## config.mk

```make
export PLATFORM = sky130hd
export DESIGN_NAME = multi_channel_tick_timer_bank_flat
export DESIGN_NICKNAME = d
export VERILOG_FILES = /design/src/rtl/mctt_pkg.sv /design/src/rtl/mctt_if.sv /design/src/rtl/mctt_ram.sv /design/src/rtl/mctt_dp.sv /design/src/rtl/mctt_ctrl.sv /design/src/rtl/multi_channel_tick_timer_bank.sv /design/src/flat_wrapper.sv
export SDC_FILE = /design/constraint.sdc
export NUM_CORES = 1
export LEC_CHECK = 0
export CAP_MARGIN = 10
export CELL_PAD_IN_SITES_DETAIL_PLACEMENT = 1
export CELL_PAD_IN_SITES_GLOBAL_PLACEMENT = 1
export CORE_ASPECT_RATIO = 0.9
export CORE_MARGIN = 3
export CORE_UTILIZATION = 47
export DETAILED_ROUTE_END_ITERATION = 7
export DONT_BUFFER_PORTS = 1
export PLACE_DENSITY_LB_ADDON = 0.1
export SLEW_MARGIN = 25
export SYNTH_ARGS = -nofsm -noshare
export SYNTH_HDL_FRONTEND = slang
export SYNTH_SLANG_ARGS = --single-unit
```

## constraint.sdc

```tcl
create_clock -name clk_i -period 5.4 [get_ports clk_i]
set_clock_uncertainty 0.15 [all_clocks]
set_input_delay 1.08 -clock clk_i [delete_from_list [all_inputs] [get_ports clk_i]]
set_output_delay 1.08 -clock clk_i [all_outputs]
set_load 0.01 [all_outputs]
```

## src/rtl/mctt_pkg.sv

```systemverilog
`default_nettype none

package mctt_pkg;

  // Field widths
  localparam int unsigned OP_W       = 3;
  localparam int unsigned IDX_W      = 8;
  localparam int unsigned CNT_W      = 32;
  localparam int unsigned STEP_W     = 10;
  localparam int unsigned LINK_W     = 16;
  localparam int unsigned MASK_W     = 8;
  localparam int unsigned MOD_W      = 10;
  localparam int unsigned CFG_IDX_W  = 1;
  localparam int unsigned CFG_DATA_W = 16;

  // Millisecond clock residue tracking
  localparam int unsigned MS_PER_SEC = 1000;
  // Residue to add when the 32-bit millisecond clock wraps
  localparam int unsigned MS_WRAP_ADJ =
    MS_PER_SEC - int'((longint'(1) << CNT_W) % longint'(MS_PER_SEC));

  // Register reset values
  localparam logic [STEP_W-1:0] STEP_RESET = STEP_W'(1);
  localparam logic [LINK_W-1:0] LINK_RESET = LINK_W'(25);

  // Register indexes
  localparam logic [CFG_IDX_W-1:0] CFG_TICK_STEP    = 1'b0;
  localparam logic [CFG_IDX_W-1:0] CFG_LINK_TIMEOUT = 1'b1;

  typedef enum logic [OP_W-1:0] {
    OP_TICK       = 3'd0,
    OP_START      = 3'd1,
    OP_STOP       = 3'd2,
    OP_QUERY      = 3'd3,
    OP_LINK_START = 3'd4,
    OP_LINK_STOP  = 3'd5
  } op_e;

  typedef enum logic [1:0] {
    TS_STOPPED = 2'd0,
    TS_RUNNING = 2'd1,
    TS_EXPIRED = 2'd2
  } tmr_state_e;

  typedef enum logic [2:0] {
    S_IDLE,
    S_EXEC,
    S_WALK,
    S_RPT,
    S_CAP
  } ctrl_state_e;

  // Controller to datapath commands
  typedef struct packed {
    logic load;
    logic exec;
    logic walk_rd;
    logic walk_upd;
    logic rpt_rd;
    logic capture;
  } cmd_t;

  // Datapath to controller status
  typedef struct packed {
    logic is_tick;
  } dp_status_t;

  // Result payload
  typedef struct packed {
    logic              accepted;
    logic              is_running;
    logic              is_expired;
    logic [CNT_W-1:0]  remaining;
    logic [MASK_W-1:0] second_expiry_mask;
    logic              link_timed_out;
    logic              link_active;
    logic [CNT_W-1:0]  ms_time;
    logic [CNT_W-1:0]  sec_time;
  } rsp_t;

endpackage

`default_nettype wire

```

## src/rtl/mctt_if.sv

```systemverilog
`default_nettype none

// Request channel
interface mctt_req_if;
  logic                          valid;
  logic                          ready;
  logic [mctt_pkg::OP_W-1:0]     operation;
  logic [mctt_pkg::IDX_W-1:0]    timer_index;
  logic                          base_seconds;
  logic [mctt_pkg::CNT_W-1:0]    tick_count;

  modport source (
    output valid, operation, timer_index, base_seconds, tick_count,
    input  ready
  );
  modport sink (
    input  valid, operation, timer_index, base_seconds, tick_count,
    output ready
  );
endinterface

// Result channel
interface mctt_rsp_if;
  logic                          valid;
  logic                          ready;
  logic                          accepted;
  logic                          is_running;
  logic                          is_expired;
  logic [mctt_pkg::CNT_W-1:0]    remaining;
  logic [mctt_pkg::MASK_W-1:0]   second_expiry_mask;
  logic                          link_timed_out;
  logic                          link_active;
  logic [mctt_pkg::CNT_W-1:0]    ms_time;
  logic [mctt_pkg::CNT_W-1:0]    sec_time;

  modport source (
    output valid, accepted, is_running, is_expired, remaining,
           second_expiry_mask, link_timed_out, link_active, ms_time, sec_time,
    input  ready
  );
  modport sink (
    input  valid, accepted, is_running, is_expired, remaining,
           second_expiry_mask, link_timed_out, link_active, ms_time, sec_time,
    output ready
  );
endinterface

`default_nettype wire

```

## src/rtl/mctt_ram.sv

```systemverilog
`default_nettype none

// Simple dual-port RAM, registered read
module mctt_ram #(
  parameter int unsigned WIDTH = 32,
  parameter int unsigned DEPTH = 8,
  localparam int unsigned AW = (DEPTH > 1) ? $clog2(DEPTH) : 1
) (
  input  wire logic             clk_i,
  input  wire logic             we_i,
  input  wire logic [AW-1:0]    waddr_i,
  input  wire logic [WIDTH-1:0] wdata_i,
  input  wire logic             re_i,
  input  wire logic [AW-1:0]    raddr_i,
  output logic      [WIDTH-1:0] rdata_o
);

  logic [WIDTH-1:0] mem_q [DEPTH];
  logic [WIDTH-1:0] rdata_q;

  always_ff @(posedge clk_i) begin
    if (we_i) begin
      mem_q[waddr_i] <= wdata_i;
    end
    if (re_i) begin
      rdata_q <= mem_q[raddr_i];
    end
  end

  assign rdata_o = rdata_q;

endmodule

`default_nettype wire

```

## src/rtl/mctt_dp.sv

```systemverilog
`default_nettype none

module mctt_dp #(
  parameter int unsigned NUM_TIMERS = 8,
  localparam int unsigned IW = (NUM_TIMERS > 1) ? $clog2(NUM_TIMERS) : 1
) (
  input  wire logic                                clk_i,
  input  wire logic                                rst_ni,
  // request payload
  input  wire logic [mctt_pkg::OP_W-1:0]           operation_i,
  input  wire logic [mctt_pkg::IDX_W-1:0]          timer_index_i,
  input  wire logic                                base_seconds_i,
  input  wire logic [mctt_pkg::CNT_W-1:0]          tick_count_i,
  // configuration
  input  wire logic                                cfg_we_i,
  input  wire logic [mctt_pkg::CFG_IDX_W-1:0]      cfg_idx_i,
  input  wire logic [mctt_pkg::CFG_DATA_W-1:0]     cfg_data_i,
  // control
  input  wire mctt_pkg::cmd_t                      cmd_i,
  input  wire logic [IW-1:0]                       walk_rd_addr_i,
  input  wire logic [IW-1:0]                       walk_upd_addr_i,
  output mctt_pkg::dp_status_t                     status_o,
  output mctt_pkg::rsp_t                           rsp_o
);

  // Latched request
  logic [mctt_pkg::OP_W-1:0]   op_q;
  logic [mctt_pkg::IDX_W-1:0]  idx_q;
  logic                        base_q;
  logic [mctt_pkg::CNT_W-1:0]  ticks_q;

  // Configuration
  logic [mctt_pkg::STEP_W-1:0] step_q;
  logic [mctt_pkg::LINK_W-1:0] timeout_q;

  // Clocks, link timer and per-request flags
  logic [mctt_pkg::CNT_W-1:0]  ms_q, ms_d;
  logic [mctt_pkg::MOD_W-1:0]  ms_mod_q, ms_mod_d;
  logic [mctt_pkg::CNT_W-1:0]  sec_q, sec_d;
  logic [mctt_pkg::LINK_W-1:0] link_el_q, link_el_d;
  logic                        link_run_q, link_run_d;
  logic                        second_q, second_d;
  logic [mctt_pkg::MASK_W-1:0] mask_q, mask_d;
  logic                        fired_q, fired_d;
  logic                        acc_q, acc_d;

  // Per-timer status
  mctt_pkg::tmr_state_e        tst_q [NUM_TIMERS];
  mctt_pkg::tmr_state_e        tst_d [NUM_TIMERS];
  logic                        sbase_q [NUM_TIMERS];
  logic                        sbase_d [NUM_TIMERS];

  mctt_pkg::rsp_t              rsp_q;

  // Countdown RAM
  logic                        ram_we;
  logic [IW-1:0]               ram_waddr;
  logic [mctt_pkg::CNT_W-1:0]  ram_wdata;
  logic                        ram_re;
  logic [IW-1:0]               ram_raddr;
  logic [mctt_pkg::CNT_W-1:0]  ram_rdata;

  // Addressed timer
  logic                        idx_ok;
  logic [IW-1:0]               idx_sel;
  mctt_pkg::tmr_state_e        cur_st;
  logic                        start_ok;

  // Tick arithmetic
  logic [mctt_pkg::CNT_W:0]    ms_sum;
  logic [11:0]                 res_r1, res_r2, res_r3;
  logic                        second_now;
  logic [mctt_pkg::LINK_W-1:0] link_sum;

  // Walk update
  mctt_pkg::tmr_state_e        upd_st;
  logic                        upd_base;
  logic [mctt_pkg::CNT_W-1:0]  upd_dec;
  logic                        upd_go;

  logic                        rpt_running;

  assign idx_ok   = idx_q < mctt_pkg::IDX_W'(NUM_TIMERS);
  assign idx_sel  = idx_ok ? idx_q[IW-1:0] : '0;
  assign cur_st   = tst_q[idx_sel];
  assign start_ok = (op_q == mctt_pkg::OP_START) && idx_ok
                    && (cur_st != mctt_pkg::TS_RUNNING);

  assign status_o.is_tick = (op_q == mctt_pkg::OP_TICK);

  // Millisecond clock and its residue modulo one second
  assign ms_sum = {1'b0, ms_q} + (mctt_pkg::CNT_W + 1)'(step_q);
  assign res_r1 = 12'(ms_mod_q) + 12'(step_q);
  assign res_r2 = ms_sum[mctt_pkg::CNT_W] ? res_r1 + 12'(mctt_pkg::MS_WRAP_ADJ) : res_r1;

  always_comb begin
    priority if (res_r2 >= 12'(2 * mctt_pkg::MS_PER_SEC)) begin
      res_r3 = res_r2 - 12'(2 * mctt_pkg::MS_PER_SEC);
    end else if (res_r2 >= 12'(mctt_pkg::MS_PER_SEC)) begin
      res_r3 = res_r2 - 12'(mctt_pkg::MS_PER_SEC);
    end else begin
      res_r3 = res_r2;
    end
  end

  assign second_now = (res_r3 == 12'd0);
  assign link_sum   = link_el_q + mctt_pkg::LINK_W'(step_q);

  // Walk: decrement the entry read on the previous cycle
  assign upd_st   = tst_q[walk_upd_addr_i];
  assign upd_base = sbase_q[walk_upd_addr_i];
  assign upd_dec  = ram_rdata - mctt_pkg::CNT_W'(1);
  assign upd_go   = cmd_i.walk_upd && (upd_st == mctt_pkg::TS_RUNNING)
                    && (!upd_base || second_q);

  // RAM port steering
  assign ram_we    = (cmd_i.exec && start_ok) || upd_go;
  assign ram_waddr = upd_go ? walk_upd_addr_i : idx_sel;
  assign ram_wdata = upd_go ? upd_dec : ticks_q;
  assign ram_re    = cmd_i.walk_rd || cmd_i.rpt_rd;
  assign ram_raddr = cmd_i.walk_rd ? walk_rd_addr_i : idx_sel;

  mctt_ram #(
    .WIDTH (mctt_pkg::CNT_W),
    .DEPTH (NUM_TIMERS)
  ) u_cnt_ram (
    .clk_i   (clk_i),
    .we_i    (ram_we),
    .waddr_i (ram_waddr),
    .wdata_i (ram_wdata),
    .re_i    (ram_re),
    .raddr_i (ram_raddr),
    .rdata_o (ram_rdata)
  );

  // Next state of the timer bank
  always_comb begin
    ms_d       = ms_q;
    ms_mod_d   = ms_mod_q;
    sec_d      = sec_q;
    link_el_d  = link_el_q;
    link_run_d = link_run_q;
    second_d   = second_q;
    mask_d     = mask_q;
    fired_d    = fired_q;
    acc_d      = acc_q;
    tst_d      = tst_q;
    sbase_d    = sbase_q;

    if (cmd_i.load) begin
      second_d = 1'b0;
      mask_d   = '0;
      fired_d  = 1'b0;
      acc_d    = 1'b0;
    end

    if (cmd_i.exec) begin
      unique case (op_q)
        mctt_pkg::OP_TICK: begin
          acc_d    = 1'b1;
          ms_d     = ms_sum[mctt_pkg::CNT_W-1:0];
          ms_mod_d = res_r3[mctt_pkg::MOD_W-1:0];
          second_d = second_now;
          if (second_now) begin
            sec_d = sec_q + mctt_pkg::CNT_W'(1);
          end
          if (link_run_q) begin
            link_el_d = link_sum;
            if (link_sum >= timeout_q) begin
              fired_d    = 1'b1;
              link_run_d = 1'b0;
            end
          end
        end
        mctt_pkg::OP_START: begin
          if (start_ok) begin
            tst_d[idx_sel]   = mctt_pkg::TS_RUNNING;
            sbase_d[idx_sel] = base_q;
            acc_d            = 1'b1;
          end
        end
        mctt_pkg::OP_STOP: begin
          if (idx_ok) begin
            tst_d[idx_sel] = mctt_pkg::TS_STOPPED;
            acc_d          = 1'b1;
          end
        end
        mctt_pkg::OP_QUERY: begin
          acc_d = idx_ok && (cur_st == mctt_pkg::TS_RUNNING);
        end
        mctt_pkg::OP_LINK_START: begin
          acc_d = 1'b1;
          if (!link_run_q) begin
            link_el_d  = '0;
            link_run_d = 1'b1;
          end
        end
        mctt_pkg::OP_LINK_STOP: begin
          acc_d      = 1'b1;
          link_run_d = 1'b0;
        end
        default: begin
          acc_d = 1'b0;
        end
      endcase
    end

    // Expiry on the walk; only the first eight timers own a mask bit
    if (upd_go && (upd_dec == '0)) begin
      tst_d[walk_upd_addr_i] = mctt_pkg::TS_EXPIRED;
      if (upd_base) begin
        mask_d = mask_q | (mctt_pkg::MASK_W'(1) << mctt_pkg::MASK_W'(walk_upd_addr_i));
      end
    end
  end

  always_ff @(posedge clk_i or negedge rst_ni) begin
    if (!rst_ni) begin
      step_q     <= mctt_pkg::STEP_RESET;
      timeout_q  <= mctt_pkg::LINK_RESET;
      ms_q       <= '0;
      ms_mod_q   <= '0;
      sec_q      <= '0;
      link_el_q  <= '0;
      link_run_q <= 1'b0;
      second_q   <= 1'b0;
      mask_q     <= '0;
      fired_q    <= 1'b0;
      acc_q      <= 1'b0;
      for (int i = 0; i < NUM_TIMERS; i++) begin
        tst_q[i]   <= mctt_pkg::TS_STOPPED;
        sbase_q[i] <= 1'b0;
      end
    end else begin
      if (cfg_we_i) begin
        if (cfg_idx_i == mctt_pkg::CFG_TICK_STEP) begin
          step_q <= cfg_data_i[mctt_pkg::STEP_W-1:0];
        end else if (cfg_idx_i == mctt_pkg::CFG_LINK_TIMEOUT) begin
          timeout_q <= cfg_data_i[mctt_pkg::LINK_W-1:0];
        end
      end
      ms_q       <= ms_d;
      ms_mod_q   <= ms_mod_d;
      sec_q      <= sec_d;
      link_el_q  <= link_el_d;
      link_run_q <= link_run_d;
      second_q   <= second_d;
      mask_q     <= mask_d;
      fired_q    <= fired_d;
      acc_q      <= acc_d;
      tst_q      <= tst_d;
      sbase_q    <= sbase_d;
    end
  end

  // Request payload capture
  always_ff @(posedge clk_i) begin
    if (cmd_i.load) begin
      op_q    <= operation_i;
      idx_q   <= timer_index_i;
      base_q  <= base_seconds_i;
      ticks_q <= tick_count_i;
    end
  end

  // Result register
  assign rpt_running = idx_ok && (cur_st == mctt_pkg::TS_RUNNING);

  always_ff @(posedge clk_i) begin
    if (cmd_i.capture) begin
      rsp_q.accepted           <= acc_q;
      rsp_q.is_running         <= rpt_running;
      rsp_q.is_expired         <= idx_ok && (cur_st == mctt_pkg::TS_EXPIRED);
      rsp_q.remaining          <= rpt_running ? ram_rdata : '0;
      rsp_q.second_expiry_mask <= mask_q;
      rsp_q.link_timed_out     <= fired_q;
      rsp_q.link_active        <= link_run_q;
      rsp_q.ms_time            <= ms_q;
      rsp_q.sec_time           <= sec_q;
    end
  end

  assign rsp_o = rsp_q;

endmodule

`default_nettype wire

```

## src/rtl/mctt_ctrl.sv

```systemverilog
`default_nettype none

module mctt_ctrl #(
  parameter int unsigned NUM_TIMERS = 8,
  localparam int unsigned IW = (NUM_TIMERS > 1) ? $clog2(NUM_TIMERS) : 1,
  localparam int unsigned CW = $clog2(NUM_TIMERS + 1)
) (
  input  wire logic                 clk_i,
  input  wire logic                 rst_ni,
  input  wire logic                 in_valid_i,
  output logic                      in_ready_o,
  input  wire logic                 out_ready_i,
  output logic                      out_valid_o,
  input  wire mctt_pkg::dp_status_t dp_status_i,
  output mctt_pkg::cmd_t            cmd_o,
  output logic [IW-1:0]             walk_rd_addr_o,
  output logic [IW-1:0]             walk_upd_addr_o
);

  mctt_pkg::ctrl_state_e state_q, state_d;
  logic [CW-1:0]         cnt_q, cnt_d;
  logic [CW-1:0]         cnt_m1;
  logic                  walk_last;
  logic                  out_valid_q, out_valid_d;

  assign walk_last       = (cnt_q == CW'(NUM_TIMERS));
  assign cnt_m1          = cnt_q - CW'(1);
  assign walk_rd_addr_o  = cnt_q[IW-1:0];
  assign walk_upd_addr_o = cnt_m1[IW-1:0];
  assign out_valid_o     = out_valid_q;

  // Next state and commands
  always_comb begin
    state_d     = state_q;
    cnt_d       = cnt_q;
    cmd_o       = '0;
    in_ready_o  = 1'b0;
    out_valid_d = out_valid_q && !out_ready_i;

    unique case (state_q)
      mctt_pkg::S_IDLE: begin
        in_ready_o = 1'b1;
        if (in_valid_i) begin
          cmd_o.load = 1'b1;
          state_d    = mctt_pkg::S_EXEC;
        end
      end
      mctt_pkg::S_EXEC: begin
        cmd_o.exec = 1'b1;
        cnt_d      = '0;
        state_d    = dp_status_i.is_tick ? mctt_pkg::S_WALK : mctt_pkg::S_RPT;
      end
      // read entry cnt, update entry cnt-1
      mctt_pkg::S_WALK: begin
        cmd_o.walk_rd  = !walk_last;
        cmd_o.walk_upd = (cnt_q != '0);
        cnt_d          = cnt_q + CW'(1);
        if (walk_last) begin
          state_d = mctt_pkg::S_RPT;
        end
      end
      mctt_pkg::S_RPT: begin
        cmd_o.rpt_rd = 1'b1;
        state_d      = mctt_pkg::S_CAP;
      end
      mctt_pkg::S_CAP: begin
        if (!out_valid_q || out_ready_i) begin
          cmd_o.capture = 1'b1;
          out_valid_d   = 1'b1;
          state_d       = mctt_pkg::S_IDLE;
        end
      end
      default: begin
        state_d = mctt_pkg::S_IDLE;
      end
    endcase
  end

  always_ff @(posedge clk_i or negedge rst_ni) begin
    if (!rst_ni) begin
      state_q     <= mctt_pkg::S_IDLE;
      cnt_q       <= '0;
      out_valid_q <= 1'b0;
    end else begin
      state_q     <= state_d;
      cnt_q       <= cnt_d;
      out_valid_q <= out_valid_d;
    end
  end

`ifndef SYNTHESIS
  a_walk_bound: assert property (@(posedge clk_i) disable iff (!rst_ni)
    (state_q == mctt_pkg::S_WALK) |-> (cnt_q <= CW'(NUM_TIMERS)))
    else $error("walk counter past last timer");

  a_cap_free: assert property (@(posedge clk_i) disable iff (!rst_ni)
    cmd_o.capture |-> (!out_valid_q || out_ready_i))
    else $error("result overwritten before taken");

  a_load_exec: assert property (@(posedge clk_i) disable iff (!rst_ni)
    cmd_o.load |=> (state_q == mctt_pkg::S_EXEC))
    else $error("accepted request not executed");

  a_upd_after_rd: assert property (@(posedge clk_i) disable iff (!rst_ni)
    cmd_o.walk_upd |-> $past(cmd_o.walk_rd))
    else $error("walk update without prior read");
`endif

endmodule

`default_nettype wire

```

## src/rtl/multi_channel_tick_timer_bank.sv

```systemverilog
`default_nettype none

// Bank of NUM_TIMERS countdown timers (millisecond or second base) with a
// millisecond clock, a seconds clock and a link timeout timer. Each request
// (tick, start, stop, query, link start, link stop) yields one result with
// the addressed timer's status and the clocks after the request. One
// request is in flight at a time. After acceptance a request passes the
// states S_EXEC, S_RPT and S_CAP; a tick also passes S_WALK between S_EXEC
// and S_RPT, because the countdown values live in a RAM with one read and
// one write port and the tick walks it one entry per cycle. S_CAP waits
// while the previous result is still held unconsumed. A new request is
// taken once the previous result is in the output register, even if that
// result has not yet been consumed. Configuration: index 0 sets the tick
// step in ms (reset 1), index 1 the link timeout in ms (reset 25); write
// only while idle. No clearing pass after reset.
module multi_channel_tick_timer_bank #(
  parameter int unsigned NUM_TIMERS = 8
) (
  input  wire logic                              clk_i,
  input  wire logic                              rst_ni,
  mctt_req_if.sink                               req_i,
  mctt_rsp_if.source                             rsp_o,
  input  wire logic                              cfg_we_i,
  input  wire logic [mctt_pkg::CFG_IDX_W-1:0]    cfg_idx_i,
  input  wire logic [mctt_pkg::CFG_DATA_W-1:0]   cfg_data_i
);

  localparam int unsigned IW = (NUM_TIMERS > 1) ? $clog2(NUM_TIMERS) : 1;

  mctt_pkg::cmd_t       cmd;
  mctt_pkg::dp_status_t dp_status;
  mctt_pkg::rsp_t       rsp;
  logic [IW-1:0]        walk_rd_addr;
  logic [IW-1:0]        walk_upd_addr;
  logic                 in_ready;
  logic                 out_valid;

  mctt_ctrl #(
    .NUM_TIMERS (NUM_TIMERS)
  ) u_ctrl (
    .clk_i           (clk_i),
    .rst_ni          (rst_ni),
    .in_valid_i      (req_i.valid),
    .in_ready_o      (in_ready),
    .out_ready_i     (rsp_o.ready),
    .out_valid_o     (out_valid),
    .dp_status_i     (dp_status),
    .cmd_o           (cmd),
    .walk_rd_addr_o  (walk_rd_addr),
    .walk_upd_addr_o (walk_upd_addr)
  );

  mctt_dp #(
    .NUM_TIMERS (NUM_TIMERS)
  ) u_dp (
    .clk_i           (clk_i),
    .rst_ni          (rst_ni),
    .operation_i     (req_i.operation),
    .timer_index_i   (req_i.timer_index),
    .base_seconds_i  (req_i.base_seconds),
    .tick_count_i    (req_i.tick_count),
    .cfg_we_i        (cfg_we_i),
    .cfg_idx_i       (cfg_idx_i),
    .cfg_data_i      (cfg_data_i),
    .cmd_i           (cmd),
    .walk_rd_addr_i  (walk_rd_addr),
    .walk_upd_addr_i (walk_upd_addr),
    .status_o        (dp_status),
    .rsp_o           (rsp)
  );

  // Channel hookup
  assign req_i.ready              = in_ready;
  assign rsp_o.valid              = out_valid;
  assign rsp_o.accepted           = rsp.accepted;
  assign rsp_o.is_running         = rsp.is_running;
  assign rsp_o.is_expired         = rsp.is_expired;
  assign rsp_o.remaining          = rsp.remaining;
  assign rsp_o.second_expiry_mask = rsp.second_expiry_mask;
  assign rsp_o.link_timed_out     = rsp.link_timed_out;
  assign rsp_o.link_active        = rsp.link_active;
  assign rsp_o.ms_time            = rsp.ms_time;
  assign rsp_o.sec_time           = rsp.sec_time;

endmodule

`default_nettype wire
```

## src/flat_wrapper.sv

```systemverilog
// flat-port wrapper written by rule: the top's interface ports become plain ports
module multi_channel_tick_timer_bank_flat 
#(
  parameter int unsigned NUM_TIMERS = 8
)
  (clk_i, rst_ni, cfg_we_i, cfg_idx_i, cfg_data_i, req_i_valid, req_i_operation, req_i_timer_index, req_i_base_seconds, req_i_tick_count, req_i_ready, rsp_o_valid, rsp_o_accepted, rsp_o_is_running, rsp_o_is_expired, rsp_o_remaining, rsp_o_second_expiry_mask, rsp_o_link_timed_out, rsp_o_link_active, rsp_o_ms_time, rsp_o_sec_time, rsp_o_ready);
  mctt_req_if req_i_i ();
  mctt_rsp_if rsp_o_i ();
  input  wire logic clk_i;
  input  wire logic rst_ni;
  input  wire logic cfg_we_i;
  input  wire logic [mctt_pkg::CFG_IDX_W-1:0] cfg_idx_i;
  input  wire logic [mctt_pkg::CFG_DATA_W-1:0] cfg_data_i;
  input wire logic [$bits(req_i_i.valid)-1:0] req_i_valid;
  input wire logic [$bits(req_i_i.operation)-1:0] req_i_operation;
  input wire logic [$bits(req_i_i.timer_index)-1:0] req_i_timer_index;
  input wire logic [$bits(req_i_i.base_seconds)-1:0] req_i_base_seconds;
  input wire logic [$bits(req_i_i.tick_count)-1:0] req_i_tick_count;
  output wire logic [$bits(req_i_i.ready)-1:0] req_i_ready;
  output wire logic [$bits(rsp_o_i.valid)-1:0] rsp_o_valid;
  output wire logic [$bits(rsp_o_i.accepted)-1:0] rsp_o_accepted;
  output wire logic [$bits(rsp_o_i.is_running)-1:0] rsp_o_is_running;
  output wire logic [$bits(rsp_o_i.is_expired)-1:0] rsp_o_is_expired;
  output wire logic [$bits(rsp_o_i.remaining)-1:0] rsp_o_remaining;
  output wire logic [$bits(rsp_o_i.second_expiry_mask)-1:0] rsp_o_second_expiry_mask;
  output wire logic [$bits(rsp_o_i.link_timed_out)-1:0] rsp_o_link_timed_out;
  output wire logic [$bits(rsp_o_i.link_active)-1:0] rsp_o_link_active;
  output wire logic [$bits(rsp_o_i.ms_time)-1:0] rsp_o_ms_time;
  output wire logic [$bits(rsp_o_i.sec_time)-1:0] rsp_o_sec_time;
  input wire logic [$bits(rsp_o_i.ready)-1:0] rsp_o_ready;
  assign req_i_i.valid = req_i_valid;
  assign req_i_i.operation = req_i_operation;
  assign req_i_i.timer_index = req_i_timer_index;
  assign req_i_i.base_seconds = req_i_base_seconds;
  assign req_i_i.tick_count = req_i_tick_count;
  assign req_i_ready = req_i_i.ready;
  assign rsp_o_valid = rsp_o_i.valid;
  assign rsp_o_accepted = rsp_o_i.accepted;
  assign rsp_o_is_running = rsp_o_i.is_running;
  assign rsp_o_is_expired = rsp_o_i.is_expired;
  assign rsp_o_remaining = rsp_o_i.remaining;
  assign rsp_o_second_expiry_mask = rsp_o_i.second_expiry_mask;
  assign rsp_o_link_timed_out = rsp_o_i.link_timed_out;
  assign rsp_o_link_active = rsp_o_i.link_active;
  assign rsp_o_ms_time = rsp_o_i.ms_time;
  assign rsp_o_sec_time = rsp_o_i.sec_time;
  assign rsp_o_i.ready = rsp_o_ready;
  multi_channel_tick_timer_bank #(.NUM_TIMERS(NUM_TIMERS)) u_core (.clk_i(clk_i), .rst_ni(rst_ni), .req_i(req_i_i), .rsp_o(rsp_o_i), .cfg_we_i(cfg_we_i), .cfg_idx_i(cfg_idx_i), .cfg_data_i(cfg_data_i));
endmodule
```

# ---- Word-level counts from Yosys, hierarchy flattened
# Memory sizes are Yosys's and may differ from the RTL's. A register that Yosys moved wholly into a read port is not among the register bits.
# Cells that the tools add are included.
dict set report word_totals {
  in_bits 66
  n_memories 1
  out_inout_bits 111
  elab_cells 198
  reg_bits 313
  mem_bits_rw 256
}
# name depth word_bits read_ports rd_ports_with_merged_regs write_ports line
set mem_list {}
lappend mem_list {u_core.u_dp.u_cnt_ram.mem_q 8 32 1 1 1 mctt_ram.sv:18} ;# logic [WIDTH-1:0] mem_q [DEPTH];
dict set report op_classes {
  addsub 10
  shift 1
  n_eq_ne 19
  bitwise_logic 12
  n_lt_le_gt_ge 8
  n_mux 68
  n_reduce_logical 36
}
# op count
set op_table {}
lappend op_table {{16-bit 2-to-1 mux} 6}
lappend op_table {{16-bit one-hot mux with 2 select lines} 2}
lappend op_table {{12-bit 2-to-1 mux} 3}
lappend op_table {{32-bit by 10-bit adder with 33-bit output} 1}
lappend op_table {{32-bit by 1-bit adder with 32-bit output, second input constant} 1}
lappend op_table {{32-bit zero test} 1}
lappend op_table {{32-bit 2-to-1 mux} 1}
lappend op_table {{32-bit by 1-bit subtractor with 32-bit output, second input constant} 1}
lappend op_table {{1-bit 2-to-1 mux} 29}
lappend op_table {{8-bit 2-to-1 mux} 3}
lappend op_table {{8-bit OR} 3}
lappend op_table {{3-bit 2-to-1 mux} 6}
lappend op_table {{16-bit by 10-bit adder with 16-bit output} 1}
lappend op_table {{16-bit AND} 1}
lappend op_table {{8-bit AND} 2}
lappend op_table {{16-bit greater-or-equal comparator} 1}
lappend op_table {{16-bit inverter} 1}
lappend op_table {{8-bit inverter} 2}
lappend op_table {{3-bit one-hot mux with 5 select lines} 1}
lappend op_table {{2-bit 2-to-1 mux} 7}
lappend op_table {{11-bit by 10-bit adder with 12-bit output, second input constant} 1}
lappend op_table {{2-bit binary-select mux with 3-bit select} 2}
lappend op_table {{2-bit demux with 3-bit select} 2}
lappend op_table {{3-bit by 2-bit == test with 1-bit output, second input constant} 4}
lappend op_table {{38 further kinds} 72}

# ---- Logic depth before layout (Yosys ltp)
dict set report logic_depth {
  ltp_word 14
  mapped_depth 20
  ltp_nobuf 19
}

# ---- Cells and area by module
# Synthesis repeated with hierarchy kept, for this count alone.
dict set report hier_totals {
  cells_unflattened 1825
  hier_area_um2 26634.3
}
# mod seq_area_each_um2 n_inst area_each_um2 cells_per_inst
set modules_own_cells {}
lappend modules_own_cells {mctt_dp 8403.1 1 15284.7 1348}
lappend modules_own_cells {mctt_ram 8648.3 1 10786.6 415}
lappend modules_own_cells {mctt_ctrl 200.2 1 563.0 62}

# ---- Worst setup path before layout
# No wires, ideal clock.
dict set report synth_path {
  path_type {register to register}
  start {register u_core.u_ctrl.cnt_q[0]}
  end {memory u_core.u_dp.u_cnt_ram.mem_q[6][0], enable pin}
  t_arrival_ps 5291
  setup_time_ps 461
  synth_period_minus_slack_ps 5902
  setup_slack_ps -502
  n_path_buf 3
  path_stages_with_launch 13
  required_ps 4789
  path_cell_list {dfrtp_1 > clkbuf_1 > clkinv_1 > ha_1 > xor2_1 > clkbuf_1 > mux4_2 > mux2i_1 > o2111ai_1 > clkbuf_1 > a31oi_1 > inv_1 > nor3_1}
}
dict set report synth_via {
  elab_chain_len 11
  word_cells_on_any_way 19
  cone_classes {add/sub: 1; eq/ne: 1; mux: 10; bitwise: 1; reduce/logical: 6}
}
# item line
set synth_lines {}
lappend synth_lines {{start: declaration} mctt_ctrl.sv:21} ;# logic [CW-1:0] cnt_q, cnt_d;
lappend synth_lines {{start signal: assignment} mctt_ctrl.sv:86} ;# cnt_q <= cnt_d;
lappend synth_lines {{3-bit by 1-bit subtractor with 3-bit output} mctt_ctrl.sv:27} ;# assign cnt_m1 = cnt_q - CW'(1);
lappend synth_lines {{3-bit inverter with 4-bit output (not written as such)} {mctt_dp.sv:110, mctt_dp.sv:111}}
lappend synth_lines {{2-bit binary-select mux with 3-bit select / 1-bit binary-select mux with 3-bit select (equally long branches)} {mctt_dp.sv:110, mctt_dp.sv:111}}
lappend synth_lines {{2-bit 2-to-1 mux (not written as such) / 1-bit 2-to-1 mux (equally long branches) (2 in series)} {mctt_dp.sv:110, mctt_dp.sv:111}}
lappend synth_lines {{2-bit by 1-bit == test with 1-bit output / 1-bit zero test (equally long branches)} {mctt_dp.sv:113, mctt_dp.sv:114}}
lappend synth_lines {{1-bit logical AND / 1-bit logical OR (equally long branches)} {mctt_dp.sv:113, mctt_dp.sv:114}}
lappend synth_lines {{1-bit logical AND} mctt_dp.sv:114} ;# && (!upd_base || second_q);
lappend synth_lines {{1-bit logical OR} mctt_dp.sv:117} ;# assign ram_we = (cmd_i.exec && start_ok) || upd_go;
lappend synth_lines {{1-bit 2-to-1 mux} mctt_ram.sv:22} ;# if (we_i) begin
lappend synth_lines {{1-bit 2-to-1 mux (not written as such)} mctt_ram.sv:23} ;# mem_q[waddr_i] <= wdata_i;
lappend synth_lines {{end: declaration} mctt_ram.sv:18}
# Several ways; a longest one is shown, not always the timed one. The select of a mux whose other input is x is not followed.

# ---- Final worst setup path
dict set report layout_path {
  start {register u_core.u_dp.step_q[6] (netlist name)}
  end {register u_core.u_dp.sec_q[6] (netlist name)}
}
dict set report layout_via {
  elab_chain_len 8
  word_cells_on_any_way 12
  cone_classes {add/sub: 5; order compare: 2; mux: 3; reduce/logical: 2}
}
# item line
set layout_lines {}
lappend layout_lines {{start: declaration} mctt_dp.sv:33} ;# logic [mctt_pkg::STEP_W-1:0] step_q;
lappend layout_lines {{start signal: assignment} mctt_dp.sv:219} ;# step_q <= mctt_pkg::STEP_RESET;
lappend layout_lines {{start signal: assignment} mctt_dp.sv:237} ;# step_q <= cfg_data_i[mctt_pkg::STEP_W-1:0];
lappend layout_lines {{10-bit by 10-bit adder with 11-bit output} mctt_dp.sv:93} ;# assign res_r1 = 12'(ms_mod_q) + 12'(step_q);
lappend layout_lines {{11-bit by 10-bit adder with 12-bit output} mctt_dp.sv:94} ;# assign res_r2 = ms_sum[mctt_pkg::CNT_W] ? res_r1 + 12'(mctt_pkg::MS_WRAP_ADJ) : res_r1;
lappend layout_lines {{12-bit 2-to-1 mux (*)} mctt_dp.sv:94}
lappend layout_lines {{12-bit by 10-bit subtractor with 12-bit output / 12-bit by 10-bit greater-or-equal comparator with 1-bit output (equally long branches)} {mctt_dp.sv:100, mctt_dp.sv:99}}
lappend layout_lines {{12-bit 2-to-1 mux} mctt_dp.sv:99} ;# end else if (res_r2 >= 12'(mctt_pkg::MS_PER_SEC)) begin
lappend layout_lines {{12-bit 2-to-1 mux (*)} mctt_dp.sv:97} ;# priority if (res_r2 >= 12'(2 * mctt_pkg::MS_PER_SEC)) begin
lappend layout_lines {{12-bit zero test (*)} mctt_dp.sv:106} ;# assign second_now = (res_r3 == 12'd0);
lappend layout_lines {{3-bit AND reduction (no source line) (*)} --}
lappend layout_lines {{end signal: assignment} mctt_dp.sv:223} ;# sec_q <= '0;
lappend layout_lines {{end signal: assignment} mctt_dp.sv:244} ;# sec_q <= sec_d;
lappend layout_lines {{end: declaration} mctt_dp.sv:39} ;# logic [mctt_pkg::CNT_W-1:0] sec_q, sec_d;
# Mark *: on every way between the ends. The rest lies on a longest branch, timed or not.
# A chain may end at the register's enable or synchronous reset.

==> impl_summary.txt <==
----------------------------------------------------
[Route]
  First DRT Iteration DRCs ... 1264
  Post-detailed-route count of antenna-violating nets ... 0
  Vias after detailed routing ... 17724
  Average routed wire per standard cell ... 23.3 um
  Average vias per placed instance ... 5.76
  Number of DRC violations after detailed routing ... 0
  Post-detailed-routing wire length ... about 72000 um
  Iteration count of the initial detailed-routing pass ... 5

[STA]
  Final setup violation count ... 0
  Final Max Slew Viols ... 0
  Aggregate negative setup slack ... 0 ps
  Part of the cycle the worst path needs ... 0.941
  Min Clock Period, post-route ... 5080 ps
  RSZ-0062 raised after global routing ... no
  Worst setup margin ... 320 ps
  Worst slew margin ... 0.310
  Transition at the pin with the smallest max-transition slack ... 1030 ps
  Maximum achievable frequency ... 0.197 GHz
  Count of endpoints failing hold in the final timing report ... 0

[Clock tree]
  Cts bufs inserted ... 66
  Clock input transition at the sequential cells of the worst setup and hold paths ... 60 ps
  Clock sink count ... 601
  Buffer depth of the longest clock path ... 3
  H-Tree Level Count ... 3
  Clock Latency Late Sink ... 600 ps
  Clock tree from TritonCTS ... done
  Root Buffer Master ... clkbuf_16

[Setup path]
  Worst reg2reg startpoint ... u_core.u_dp.step_q[6]
  Worst r2r path cells ... 18
  Critical Path Source ... u_core.u_dp.step_q[6]
  Type of element launching the critical path ... flop
  Crit path arrival time ... 5430 ps
  Worst Setup EP ... u_core.u_dp.sec_q[6]
  Max FO, Critical Path ... 30
  Crit path capture type ... flop
  Required time at the worst-slack endpoint ... 5750 ps
  Critical R2R Capture ... u_core.u_dp.sec_q[6]
  Startpoint-to-endpoint class of the critical path ... flop to flop
  R2R Setup Slk ... between 300 and 400 ps

[Logic synthesis]
  Flop and latch count out of synthesis ... 601
  Synthesized netlist cell count ... about 2200
  Area of the mapped netlist ... 26800 um2
  Async set-or-reset flop fraction in the synthesized netlist ... 0.266
  Avg Synthesized Cell Area ... 12.0 um2
  Flip-flop cell with the highest count after synthesis ... edfxtp_1
  Post-synth net total ... about 2400
  Number of different library cells in the post-synthesis netlist ... 81
  Part of the Yosys area used for sequential elements ... 0.643
  Number of warning messages in the yosys log ... 0
  Number of enable flip-flop cells after synthesis ... 441

[Placed design]
  Final HPWL DP ... approximately 44000 um
  RePlAce Congestion ... just over 0.8
  Cell Count Post-Placement ... 2951
  Pre-CTS setup slack ... 230 ps
  Placed instance area ... 28200 um2
  Number of buffers added on ports ... 0

[Die]
  Area inside the core boundary ... approximately 56000 um2
  Area of the die ... between 50000 and 60000 um2
  Width of the die ... 258 um
  Die span in y ... approximately 230 um
  Ports ... between 150 and 200
  Initial Utilization ... 0.479
  Number of placement rows ... 82

[Cells and area]
  P&R area growth vs syn ... 13.2%
  Antenna Cells ... 0
  Share of cells above drive strength 1 ... 0.125
  Number of filler instances in the final layout ... about 5700
  NumNets Final ... 2401
  Post-layout instance count excluding filler cells ... roughly 3100
  Final design instance area without fill ... 30400 um2

[GRT]
  Pin count of the biggest net entering global routing ... 97
  Total congestion overflow ... 0
  Antenna violations before repair ... 2
  Total GRT Usage ... 0.242
  Via count of the first global-routing pass ... between 15000 and 20000
  Global-route wire length before repair ... around 110000 um

[Pwr]
  Leakage Power ... ~12 nW
  Maximum resistive drop on vdd ... between 0.3 and 0.4 mV
  Cell Pwr Density ... between 400 and 500 nW/um2

[Outcome]
  Result of the run ... finished, final reports clean

[Hold path]
  Worst min-delay path category ... primary input to async pin

[Run]
  Reported max-cap violation count ... 0

----------------------------------------------------
power by group:
group | switching (mW) | leakage [nW] | internal, mW
combinational | 2.80 | 4.55 | 1.46
sequential | 0.509 | 6.23 | 5.65
clock | 1.81 | 0.995 | 2.47
timing repair:
| item | in CTS | in global routing |
|---|---|---|
| gates resized for setup | 0 | 4 |
| buffers inserted | 0 | 2 |
| endpoints found under the setup margin | 0 | 31 |
| hold buffers | 6 | 0 |
| hold endpoints to repair | 37 | 0 |
routing by layer:
| layer | up-vias | GRT usage | part of all wire |
|---|---|---|---|
| met5 | - | 0 | 0.00033 |
| met4 | 4 | 0.0768 | 0.027 |
| met3 | 117 | 0.0460 | 0.048 |
| met2 | 376 | 0.410 | 0.49 |
| met1 | 9092 | 0.316 | 0.44 |
| li1 | 8135 | - | - |
kinds of logic after synthesis:
family,count (synthesis),synth area share
AOI/OAI and AO/OA,294,0.0689
xor gates and xnor gates,118,0.0388
adders and majority gates,64,0.0307
buffers and inverters,149,0.0220
DFF,601,0.643
muxes,55,0.0248
and+or+nand+nor,949,0.171
worst min path at each step:
stage / endpoint / cells after the start
finish: u_core.u_dp.ms_q[2] / 1
floorplan: u_core.u_dp.rsp_o[65] / 0
global route: u_core.u_dp.step_q[0] / 0
global placement: u_core.u_dp.rsp_o[69] / 0
CTS: u_core.u_dp.timeout_q[0] / 0
detailed placement: u_core.u_dp.rsp_o[73] / 0
placed cells by master, fill, tap and decap left out, drive strengths merged, types with 26 or more instances in the layout:
cell	netlist	routed
xnor2	57	57
inv	44	47
xor2	61	61
nand3	201	201
dfrtp	156	156
edfxtp	441	441
nor3	44	44
o21ai	116	116
clkbuf	79	90
nor2	79	79
ha	61	61
and2	37	37
nand2	448	448
buf	23	72
clkinv	3	26
a21oi	59	59
nor4	32	32
mux2	42	42
critical path: stages (launching register included):
cell and delay (ps):
dfrtp_1 420, ha_1 430, a21oi_1 360, o21ai_0 160, a22oi_1 170, o211ai_1 160
ha_1 310, inv_1 130, o311ai_1 140, a21oi_2 250, xor2_2 100, a21o_1 190
o21ai_1 230, mux2i_1 250, xnor2_1 100, or4_2 740, buf_12 220, nor4_2 290
xor2_1 180
stage by stage:
step	hold slack, ps	util	power, mW
6_report	173	0.542	14.7
5_1_grt	142	0.542	15.6
4_1_cts	135	0.541	14.8
3_5_place_dp	292	0.503	10.4
3_3_place_gp	288	0.503	10.3
2_1_floorplan	275	-	8.99
sequential cells by signal, summed over array words and instances (netlist names), 10 cells and up:
| register | cells |
|---|---|
| u_core.u_dp.link_el_q | 16 |
| u_core.u_dp.ms_mod_q | 10 |
| u_core.u_dp.ms_q | 32 |
| u_core.u_dp.rsp_o | 109 |
| u_core.u_dp.sec_q | 32 |
| u_core.u_dp.step_q | 10 |
| u_core.u_dp.ticks_q | 32 |
| u_core.u_dp.timeout_q | 16 |
| u_core.u_dp.tst_q | 16 |
| u_core.u_dp.u_cnt_ram.mem_q | 256 |
| u_core.u_dp.u_cnt_ram.rdata_o | 32 |
cell type report:
class / count / area, um2 / area share
inverter: 47 / 176 / 0.00581
tap: 756 / 946 / 0.0312
clock inverter: 29 / 221 / 0.00730
sequential: 601 / 17300 / 0.568
multi-input combinational: 1480 / 9130 / 0.301
clock buffer: 90 / 1820 / 0.0601
timing repair buffer: 75 / 798 / 0.0263
synthesized netlist by cell type (8+ instances only):
cell | count | area share
clkbuf_1 | 79 | 0.011
a21oi_1 | 57 | 0.011
o22ai_1 | 10 | 0.0023
a22o_1 | 11 | 0.0036
inv_1 | 44 | 0.0062
a211oi_1 | 8 | 0.0022
nor3_1 | 41 | 0.0077
nand4_1 | 22 | 0.0051
a31oi_1 | 11 | 0.0026
nor2b_1 | 13 | 0.0030
mux2_2 | 41 | 0.017
and2_1 | 36 | 0.0084
or3_1 | 18 | 0.0042
xor2_1 | 60 | 0.020
nor4_2 | 27 | 0.013
nand2_1 | 448 | 0.063
ha_1 | 61 | 0.028
and3_1 | 19 | 0.0044
edfxtp_1 | 441 | 0.49
nor2_1 | 79 | 0.011
o21ai_0 | 110 | 0.021
nand2b_1 | 8 | 0.0019
nand3_1 | 200 | 0.037
a21o_1 | 23 | 0.0064
mux2i_1 | 8 | 0.0030
xnor2_1 | 57 | 0.019
buf_1 | 13 | 0.0018
dfrtp_1 | 156 | 0.15
(Power assumes the default switching activity.)
